<file path="src/hw/rtl/bdq_pkg.sv">
// Package for the bounded deque: sizes, payload types, operation and status codes,
// and the circular slot arithmetic.
// No dependencies; every other file in hw/rtl but bdq_ram imports it.
package bdq_pkg;

   localparam int DEPTH      = 16;
   localparam int DATA_WIDTH = 32;
   localparam int ADDR_W     = (DEPTH > 1) ? $clog2(DEPTH) : 1;
   localparam int CNT_W      = $clog2(DEPTH + 1);
   localparam int MODE_W     = 3;
   localparam int IO_W       = 32;
   localparam int POS_W      = 4;
   localparam int CNT_OUT_W  = 5;
   localparam int STAT_W     = 2;

   typedef logic [DATA_WIDTH-1:0] data_type;
   typedef logic [ADDR_W-1:0]     addr_type;
   typedef logic [CNT_W-1:0]      cnt_type;

   typedef enum logic [MODE_W-1:0] {
      MODE_PUSH_FRONT = 3'd0,
      MODE_PUSH_BACK  = 3'd1,
      MODE_POP_FRONT  = 3'd2,
      MODE_POP_BACK   = 3'd3,
      MODE_SEARCH     = 3'd4,
      MODE_SIZE       = 3'd5
   } mode_type;

   typedef enum logic [STAT_W-1:0] {
      STAT_OK    = 2'd0,
      STAT_EMPTY = 2'd1,
      STAT_FULL  = 2'd2
   } stat_type;

   typedef struct packed {
      logic signed [IO_W-1:0] value_out;
      logic                   found;
      logic [POS_W-1:0]       position;
      logic [CNT_OUT_W-1:0]   count;
      stat_type               status;
   } rsp_type;

   typedef struct packed {
      logic     we;
      addr_type waddr;
      data_type wdata;
      logic     re;
      addr_type raddr;
   } ram_req_type;

   // slot that lies off places behind base, wrapping at DEPTH
   function automatic addr_type slot(input addr_type base, input addr_type off);
      logic [ADDR_W:0] sum;
      sum = {1'b0, base} + {1'b0, off};
      if (sum >= (ADDR_W + 1)'(DEPTH)) begin
         sum = sum - (ADDR_W + 1)'(DEPTH);
      end
      return sum[ADDR_W-1:0];
   endfunction

endpackage

</file>
<file path="src/hw/rtl/bdq_if.sv">
// Valid/ready channel interfaces for the deque: request beats and response beats.
// Depends on bdq_pkg for field widths.
interface bdq_req_if;
   import bdq_pkg::*;
   logic                   valid;
   logic                   ready;
   logic [MODE_W-1:0]      mode;
   logic signed [IO_W-1:0] value_in;

   modport source (output valid, output mode, output value_in, input ready);
   modport sink   (input valid, input mode, input value_in, output ready);
endinterface

interface bdq_rsp_if;
   import bdq_pkg::*;
   logic                   valid;
   logic                   ready;
   logic signed [IO_W-1:0] value_out;
   logic                   found;
   logic [POS_W-1:0]       position;
   logic [CNT_OUT_W-1:0]   count;
   logic [STAT_W-1:0]      status;

   modport source (output valid, output value_out, output found, output position,
                   output count, output status, input ready);
   modport sink   (input valid, input value_out, input found, input position,
                   input count, input status, output ready);
endinterface

</file>
<file path="src/hw/rtl/bounded_deque_with_search.sv">
// Bounded deque with search. A push or size query responds from the execute state; a pop
// reads the RAM and responds from its wait state, or at once on an empty deque. A search
// reads one entry per cycle through the single RAM read port and responds on a hit or
// once every held entry is compared. The next request beat is taken the cycle after the
// response is registered. Reset (synchronous) empties the deque and drops any pending
// response; the entry RAM is left as is, since only held entries are ever read.
module bounded_deque_with_search (
   input  logic      clock,
   input  logic      reset,
   bdq_req_if.sink   req_if,
   bdq_rsp_if.source rsp_if
);
   import bdq_pkg::*;

   ram_req_type ram_req;
   data_type    ram_rdata;

   // sequencer: owns front pointer, fill count and response register
   bdq_ctrl u_ctrl (
      .clock     (clock),
      .reset     (reset),
      .req       (req_if),
      .rsp       (rsp_if),
      .ram_req   (ram_req),
      .ram_rdata (ram_rdata)
   );

   // entry storage, one write and one registered read per cycle
   bdq_ram #(
      .WIDTH (DATA_WIDTH),
      .DEPTH (DEPTH)
   ) u_ram (
      .clock (clock),
      .we    (ram_req.we),
      .waddr (ram_req.waddr),
      .wdata (ram_req.wdata),
      .re    (ram_req.re),
      .raddr (ram_req.raddr),
      .rdata (ram_rdata)
   );

   // a rejected push only happens at full occupancy
   a_full_count: assert property (@(posedge clock) disable iff (reset)
      (rsp_if.valid && (rsp_if.status == STAT_FULL)) |-> (rsp_if.count == CNT_OUT_W'(DEPTH)))
      else $error("full status with count below depth");

   // a failed pop reports an empty deque and no data
   a_empty_pop: assert property (@(posedge clock) disable iff (reset)
      (rsp_if.valid && (rsp_if.status == STAT_EMPTY)) |->
      ((rsp_if.count == '0) && (rsp_if.value_out == '0)))
      else $error("empty status with nonzero count or data");

   // a miss carries no position
   a_miss_pos: assert property (@(posedge clock) disable iff (reset)
      (rsp_if.valid && !rsp_if.found) |-> (rsp_if.position == '0))
      else $error("position set without a match");

   // the sequencer never writes and reads the RAM in the same cycle
   a_ram_excl: assert property (@(posedge clock) disable iff (reset)
      !(ram_req.we && ram_req.re))
      else $error("RAM write and read issued together");
endmodule

</file>
<file path="src/hw/rtl/bdq_ram.sv">
// Generic single-write, single-read RAM with registered read data.
// No dependencies.
module bdq_ram #(
   parameter int WIDTH = 32,
   parameter int DEPTH = 16,
   parameter int ADDR_W = (DEPTH > 1) ? $clog2(DEPTH) : 1
) (
   input  logic              clock,
   input  logic              we,
   input  logic [ADDR_W-1:0] waddr,
   input  logic [WIDTH-1:0]  wdata,
   input  logic              re,
   input  logic [ADDR_W-1:0] raddr,
   output logic [WIDTH-1:0]  rdata
);
   logic [WIDTH-1:0] mem [DEPTH];

   always_ff @(posedge clock) begin
      if (we) begin
         mem[waddr] <= wdata;
      end
   end

   always_ff @(posedge clock) begin
      if (re) begin
         rdata <= mem[raddr];
      end
   end
endmodule

</file>
<file path="src/hw/rtl/bdq_ctrl.sv">
// Deque sequencer: front pointer, fill count, search scan and response register.
// Depends on bdq_pkg and bdq_if; drives the entry RAM through a ram_req_type struct.
module bdq_ctrl (
   input  logic                 clock,
   input  logic                 reset,
   bdq_req_if.sink              req,
   bdq_rsp_if.source            rsp,
   output bdq_pkg::ram_req_type ram_req,
   input  bdq_pkg::data_type    ram_rdata
);
   import bdq_pkg::*;

   typedef enum logic [2:0] {
      ST_IDLE,
      ST_EXEC,
      ST_POP_WT,
      ST_SRCH,
      ST_FIN
   } state_type;

   state_type state_ff, state_in;
   mode_type  op_ff, op_in;
   data_type  key_ff, key_in;
   addr_type  front_ff, front_in;
   cnt_type   cnt_ff, cnt_in;
   cnt_type   iss_ff, iss_in;
   logic      chk_vld_ff, chk_vld_in;
   addr_type  chk_idx_ff, chk_idx_in;
   rsp_type   res_ff, res_in;
   logic      rsp_vld_ff, rsp_vld_in;
   rsp_type   rsp_dat_ff, rsp_dat_in;

   rsp_type   res;
   logic      done;
   logic      slot_free;
   logic      load;

   assign slot_free = !rsp_vld_ff || rsp.ready;
   assign req.ready = (state_ff == ST_IDLE);

   always_comb begin
      state_in   = state_ff;
      op_in      = op_ff;
      key_in     = key_ff;
      front_in   = front_ff;
      cnt_in     = cnt_ff;
      iss_in     = iss_ff;
      chk_vld_in = chk_vld_ff;
      chk_idx_in = chk_idx_ff;
      res_in     = res_ff;
      done       = 1'b0;
      res        = '0;
      res.status = STAT_OK;
      res.count  = CNT_OUT_W'(cnt_ff);
      ram_req       = '0;
      ram_req.wdata = key_ff;

      case (state_ff)
         ST_IDLE: begin
            if (req.valid) begin
               op_in    = mode_type'(req.mode);
               key_in   = DATA_WIDTH'($unsigned(req.value_in));
               state_in = ST_EXEC;
            end
         end
         ST_EXEC: begin
            case (op_ff)
               MODE_PUSH_FRONT, MODE_PUSH_BACK: begin
                  done = 1'b1;
                  if (cnt_ff == CNT_W'(DEPTH)) begin
                     res.status = STAT_FULL;
                  end else begin
                     ram_req.we = 1'b1;
                     if (op_ff == MODE_PUSH_FRONT) begin
                        ram_req.waddr = (front_ff == '0) ? ADDR_W'(DEPTH - 1)
                                                         : front_ff - 1'b1;
                        front_in = ram_req.waddr;
                     end else begin
                        ram_req.waddr = slot(front_ff, ADDR_W'(cnt_ff));
                     end
                     cnt_in    = cnt_ff + 1'b1;
                     res.count = CNT_OUT_W'(cnt_ff + 1'b1);
                  end
               end
               MODE_POP_FRONT, MODE_POP_BACK: begin
                  if (cnt_ff == '0) begin
                     done       = 1'b1;
                     res.status = STAT_EMPTY;
                  end else begin
                     ram_req.re = 1'b1;
                     if (op_ff == MODE_POP_FRONT) begin
                        ram_req.raddr = front_ff;
                        front_in      = slot(front_ff, ADDR_W'(1));
                     end else begin
                        ram_req.raddr = slot(front_ff, ADDR_W'(cnt_ff - 1'b1));
                     end
                     cnt_in   = cnt_ff - 1'b1;
                     state_in = ST_POP_WT;
                  end
               end
               MODE_SEARCH: begin
                  iss_in     = '0;
                  chk_vld_in = 1'b0;
                  state_in   = ST_SRCH;
               end
               default: begin
                  done = 1'b1;
               end
            endcase
         end
         ST_POP_WT: begin
            done          = 1'b1;
            res.value_out = IO_W'(signed'(ram_rdata));
         end
         ST_SRCH: begin
            // compare the entry read last cycle while the next read goes out
            if (chk_vld_ff && (ram_rdata == key_ff)) begin
               done         = 1'b1;
               res.found    = 1'b1;
               res.position = POS_W'(chk_idx_ff);
            end else if (iss_ff == cnt_ff) begin
               done = 1'b1;
            end else begin
               ram_req.re    = 1'b1;
               ram_req.raddr = slot(front_ff, ADDR_W'(iss_ff));
               chk_vld_in    = 1'b1;
               chk_idx_in    = ADDR_W'(iss_ff);
               iss_in        = iss_ff + 1'b1;
            end
         end
         ST_FIN: begin
            if (slot_free) begin
               state_in = ST_IDLE;
            end
         end
         default: begin
            state_in = ST_IDLE;
         end
      endcase

      if (done) begin
         res_in   = res;
         state_in = slot_free ? ST_IDLE : ST_FIN;
      end
   end

   assign load       = (done || (state_ff == ST_FIN)) && slot_free;
   assign rsp_dat_in = done ? res : res_ff;
   assign rsp_vld_in = load ? 1'b1 : (rsp.ready ? 1'b0 : rsp_vld_ff);

   always_ff @(posedge clock) begin
      if (reset) begin
         state_ff   <= ST_IDLE;
         front_ff   <= '0;
         cnt_ff     <= '0;
         chk_vld_ff <= 1'b0;
         rsp_vld_ff <= 1'b0;
      end else begin
         state_ff   <= state_in;
         front_ff   <= front_in;
         cnt_ff     <= cnt_in;
         chk_vld_ff <= chk_vld_in;
         rsp_vld_ff <= rsp_vld_in;
      end
      op_ff      <= op_in;
      key_ff     <= key_in;
      iss_ff     <= iss_in;
      chk_idx_ff <= chk_idx_in;
      res_ff     <= res_in;
      if (load) begin
         rsp_dat_ff <= rsp_dat_in;
      end
   end

   assign rsp.valid     = rsp_vld_ff;
   assign rsp.value_out = rsp_dat_ff.value_out;
   assign rsp.found     = rsp_dat_ff.found;
   assign rsp.position  = rsp_dat_ff.position;
   assign rsp.count     = rsp_dat_ff.count;
   assign rsp.status    = rsp_dat_ff.status;
endmodule
</file>
<file path="src/flat_wrapper.sv">
// flat-port wrapper written by rule: the top's interface ports become plain ports
module bounded_deque_with_search_flat import bdq_pkg::*;
  (clock, reset, req_if_valid, req_if_mode, req_if_value_in, req_if_ready, rsp_if_valid, rsp_if_value_out, rsp_if_found, rsp_if_position, rsp_if_count, rsp_if_status, rsp_if_ready);
  bdq_req_if req_if_i ();
  bdq_rsp_if rsp_if_i ();
  input  logic clock;
  input  logic reset;
  input wire logic [$bits(req_if_i.valid)-1:0] req_if_valid;
  input wire logic [$bits(req_if_i.mode)-1:0] req_if_mode;
  input wire logic [$bits(req_if_i.value_in)-1:0] req_if_value_in;
  output wire logic [$bits(req_if_i.ready)-1:0] req_if_ready;
  output wire logic [$bits(rsp_if_i.valid)-1:0] rsp_if_valid;
  output wire logic [$bits(rsp_if_i.value_out)-1:0] rsp_if_value_out;
  output wire logic [$bits(rsp_if_i.found)-1:0] rsp_if_found;
  output wire logic [$bits(rsp_if_i.position)-1:0] rsp_if_position;
  output wire logic [$bits(rsp_if_i.count)-1:0] rsp_if_count;
  output wire logic [$bits(rsp_if_i.status)-1:0] rsp_if_status;
  input wire logic [$bits(rsp_if_i.ready)-1:0] rsp_if_ready;
  assign req_if_i.valid = req_if_valid;
  assign req_if_i.mode = req_if_mode;
  assign req_if_i.value_in = req_if_value_in;
  assign req_if_ready = req_if_i.ready;
  assign rsp_if_valid = rsp_if_i.valid;
  assign rsp_if_value_out = rsp_if_i.value_out;
  assign rsp_if_found = rsp_if_i.found;
  assign rsp_if_position = rsp_if_i.position;
  assign rsp_if_count = rsp_if_i.count;
  assign rsp_if_status = rsp_if_i.status;
  assign rsp_if_i.ready = rsp_if_ready;
  bounded_deque_with_search u_core (.clock(clock), .reset(reset), .req_if(req_if_i), .rsp_if(rsp_if_i));
endmodule
</file>
<file path="config.mk">
export PLATFORM = sky130hd
export DESIGN_NAME = bounded_deque_with_search_flat
export DESIGN_NICKNAME = d
export VERILOG_FILES = /design/src/hw/rtl/bdq_pkg.sv /design/src/hw/rtl/bdq_if.sv /design/src/hw/rtl/bounded_deque_with_search.sv /design/src/hw/rtl/bdq_ram.sv /design/src/hw/rtl/bdq_ctrl.sv /design/src/flat_wrapper.sv
export SDC_FILE = /design/constraint.sdc
export NUM_CORES = 1
export LEC_CHECK = 0
export BUFFER_PORTS_ARGS = -buffer_cell sky130_fd_sc_hd__clkbuf_2
export CORE_MARGIN = 3
export CORE_UTILIZATION = 30
export CTS_BUF_LIST = sky130_fd_sc_hd__clkbuf_8
export CTS_CLUSTER_DIAMETER = 30
export DETAILED_ROUTE_END_ITERATION = 8
export GPL_TIMING_DRIVEN = 0
export HOLD_SLACK_MARGIN = 0.06
export PLACE_DENSITY_LB_ADDON = 0.05
export SYNTH_ARGS = -nofsm -noshare
export SYNTH_HDL_FRONTEND = slang
export SYNTH_SLANG_ARGS = --single-unit
</file>
<file path="constraint.sdc">
create_clock -name clock -period 11.45 [get_ports clock]
set_clock_uncertainty 0.2 [all_clocks]
set_input_delay 2.29 -clock clock [delete_from_list [all_inputs] [get_ports clock]]
set_output_delay 2.29 -clock clock [all_outputs]
set_load 0.01 [all_outputs]
</file>
==> flow_summary.json <==
{
  "status": "finished clean",
  "grtUsageTotal": 0.188,
  "ios": 85,
  "clock_sinks": 690,
  "power.total_w": 0.00638,
  "setup_viol": 0,
  "hp-start": "u_core.u_ctrl.res_ff[5]",
  "synthCells": 1848,
  "worstSetupEndpoint": "u_core.u_ram.rdata[19]",
  "yosys_most_used_dff": "edfxtp_1",
  "cp-start-kind": "flip-flop",
  "grt_pass1_vias": 18000,
  "post-cts-setup-buffer-count": 0,
  "period_minus_slack_ps": 5280,
  "htree_levels": 4,
  "r2r_cells": 9,
  "insertion_delay_ps": 840,
  "worst_r2r_endpoint": "u_core.u_ram.rdata[19]",
  "dr.pass1.iters": 7,
  "synth.distinct_cells": 61,
  "initial_utilization": 0.304,
  "drt_iter0_drc": 1378,
  "tightest_slew_ps": 1260,
  "cts_resized": 0,
  "syn-cell-area_mm2": 0.0280,
  "cp-startpoint": "u_core.u_ctrl.key_ff[8]",
  "rsz0062_at_grt": "no",
  "synth_most_common_cell": "edfxtp_1",
  "vias": 17400,
  "ys_seq_area_frac": 0.721,
  "path_max_fanout": 17,
  "r2r_slack_ps": 6170,
  "powerDensity_mw_per_mm2": 186,
  "hpwlAfterDp_um": 61100,
  "antenna_found_initial": 1,
  "design.core.area_mm2": 0.0921,
  "cp.arrival_ps": 5750,
  "grt_pass1_wl_um": 130000,
  "slew_headroom": 0.161,
  "multi_input_area_mm2": 0.00685,
  "io_buffer_count": 84,
  "placementRows": 111,
  "yosys-top-cells-area": "edfxtp_1, dfxtp_1, a211oi_1",
  "synth_top_area_cell": "edfxtp_1",
  "p_leak_nw": 12.2,
  "finalHoldViolCount": 0,
  "min_period_over_period": 0.461,
  "num-fill-cells": 8782,
  "netlist.area_leader.share": 0.679,
  "async_reset_ff_frac": 0,
  "post_drt_via_cell_ratio": 4.93,
  "ys_warn_count": 0,
  "ys_ff_latch": 690,
  "wirelength_um": 91300,
  "syn_area_per_cell_um2": 15.1,
  "required_ps": 11920,
  "overflow": 0,
  "clk_path_buf_depth": 3,
  "min_path_type": "flip-flop to flip-flop",
  "drive_gt1_frac": 0.216,
  "synth-edff-count": 632,
  "crit_path_end_kind": "flip-flop",
  "reg2reg_from": "u_core.u_ctrl.key_ff[8]",
  "clock-root-buffer": "clkbuf_8",
  "design.die.area_mm2": 0.0969,
  "netlist_top_cells_count": "edfxtp_1, inv_1, a211oi_1",
  "drc": 0,
  "max_freq_mhz": 189,
  "gp_congestion": 0.794,
  "ir_worst_vdd_v": 0.000103,
  "cts_hold_buf": 0,
  "die_w_um": 311,
  "wl_per_cell_um": 25.8,
  "setup_tns_ps": 0,
  "cts_buffers": 175,
  "ant_nets": 0,
  "area_growth_pct": 22.9,
  "regArea_mm2": 0.0201,
  "syn_nets": 1905,
  "cts_tree": "built",
  "nNetsFinal": 2189,
  "critPathKind": "flip-flop to flip-flop",
  "die_h_um": 311,
  "drv_cap": 0,
  "grt_max_degree": 23,
  "clk_pin_slew_ps": 50,
  "final_max_slew_viol_count": 0
}
-- metrics by stage --
| step | std cells | hold slack, ps | utilization | instance area [um2] | worst slack, ps |
|---|---|---|---|---|---|
| after global routing | 3529 | 278 | 0.373 | 34300 | 5930 |
| after detailed placement | 3198 | 246 | 0.331 | 30500 | 6070 |
| final | 3534 | 254 | 0.373 | 34300 | 6170 |
| after CTS | 3524 | 261 | 0.373 | 34300 | 6060 |
| after floorplan | 1848 | 219 | - | 28000 | 6610 |
| after global placement | 3175 | 230 | 0.325 | 29900 | 3330 |
-- cell usage in the layout, fill, tap and decap left out, types with 9 or more instances in the layout --
cell / n
a211oi_1: 129
diode_2: 10
clkinv_2: 33
mux2_2: 64
a21oi_1: 22
dfxtp_1: 58
nor2_4: 16
nand2_1: 39
o211ai_1: 128
xnor2_1: 19
xor2_1: 36
buf_2: 30
nand2b_1: 9
nand3_1: 13
nor2_1: 30
nand4_1: 33
clkbuf_8: 185
buf_6: 9
o21ai_0: 76
clkbuf_1: 84
ha_1: 15
clkbuf_2: 84
clkinv_1: 33
a211o_1: 62
nor4_1: 12
edfxtp_1: 632
a22o_1: 37
nor3_1: 10
clkinvlp_4: 9
inv_1: 175
mux2i_1: 66
buf_12: 17
bufinv_16: 24
-- where the power goes --
part           internal (W)  switching, W  total (W)
combinational     0.0000757      0.000149   0.000225
sequential          0.00282     0.0000576    0.00288
clock               0.00204       0.00124    0.00328
total               0.00494       0.00144    0.00638
-- registers in the layout, summed over array words and instances, names as in the netlist, 3 cells and up --
signal                       cells
u_core.u_ctrl.chk_idx_ff         4
u_core.u_ctrl.cnt_ff             5
u_core.u_ctrl.front_ff           4
u_core.u_ctrl.iss_ff             5
u_core.u_ctrl.key_ff            32
u_core.u_ctrl.op_ff              3
u_core.u_ctrl.res_ff            44
u_core.u_ctrl.rsp.count          5
u_core.u_ctrl.rsp.position       4
u_core.u_ctrl.rsp.value_out     32
u_core.u_ctrl.state_ff           3
u_core.u_ram.mem               512
u_core.u_ram.rdata              32
-- metal layers --
layer	up-vias	routed length (um)	global-route usage
met5	-	0	0
met4	0	1830	0.0551
met3	143	4630	0.0394
met2	510	42200	0.296
met1	8880	42700	0.261
li1	7878	-	-
-- how the worst min path moves through the flow --
stage / depth (start not counted) / to / slack (ps)
final: 2 / u_core.u_ctrl.res_ff[5] / 250
after CTS: 2 / u_core.u_ctrl.res_ff[2] / 260
after detailed placement: 1 / u_core.u_ctrl.res_ff[11] / 250
after global placement: 1 / u_core.u_ctrl.res_ff[11] / 230
after global routing: 1 / u_core.u_ctrl.res_ff[11] / 280
after floorplan: 1 / u_core.u_ctrl.res_ff[4] / 220
-- cells by family (layout without fill, tap and decap cells) --
group	count (synthesis)	count (layout)	synth area share
simple gates	193	193	0.0354
other cells	0	10	0
buf+inv	267	700	0.0389
fa+ha+maj	18	18	0.00886
mux	130	130	0.0494
compound gates	495	495	0.130
flops	690	690	0.721
xor+xnor	55	55	0.0172
-- layout make-up --
class                           count  share of cell area
Antenna cell                       10            0.000729
Tap cell                         1243              0.0453
Clock buffer                      185              0.0741
Timing Repair Buffer              107              0.0251
Sequential cell                   690               0.586
Multi-Input combinational cell    891               0.199
Inverter                          141              0.0154
Clock inverter                    141              0.0373
Buffer                            126              0.0163
-- critical path: stages (launching register included) --
cell and delay [ps]:
edfxtp_1 670, xnor2_1 600, nand2_1 80, or3b_1 400, nor4_2 790, o41ai_1 240, nor3_1 940, clkbuf_1 750
o211ai_1 260, nand4_1 170
Note: power is estimated with default switching activity, not from simulation.
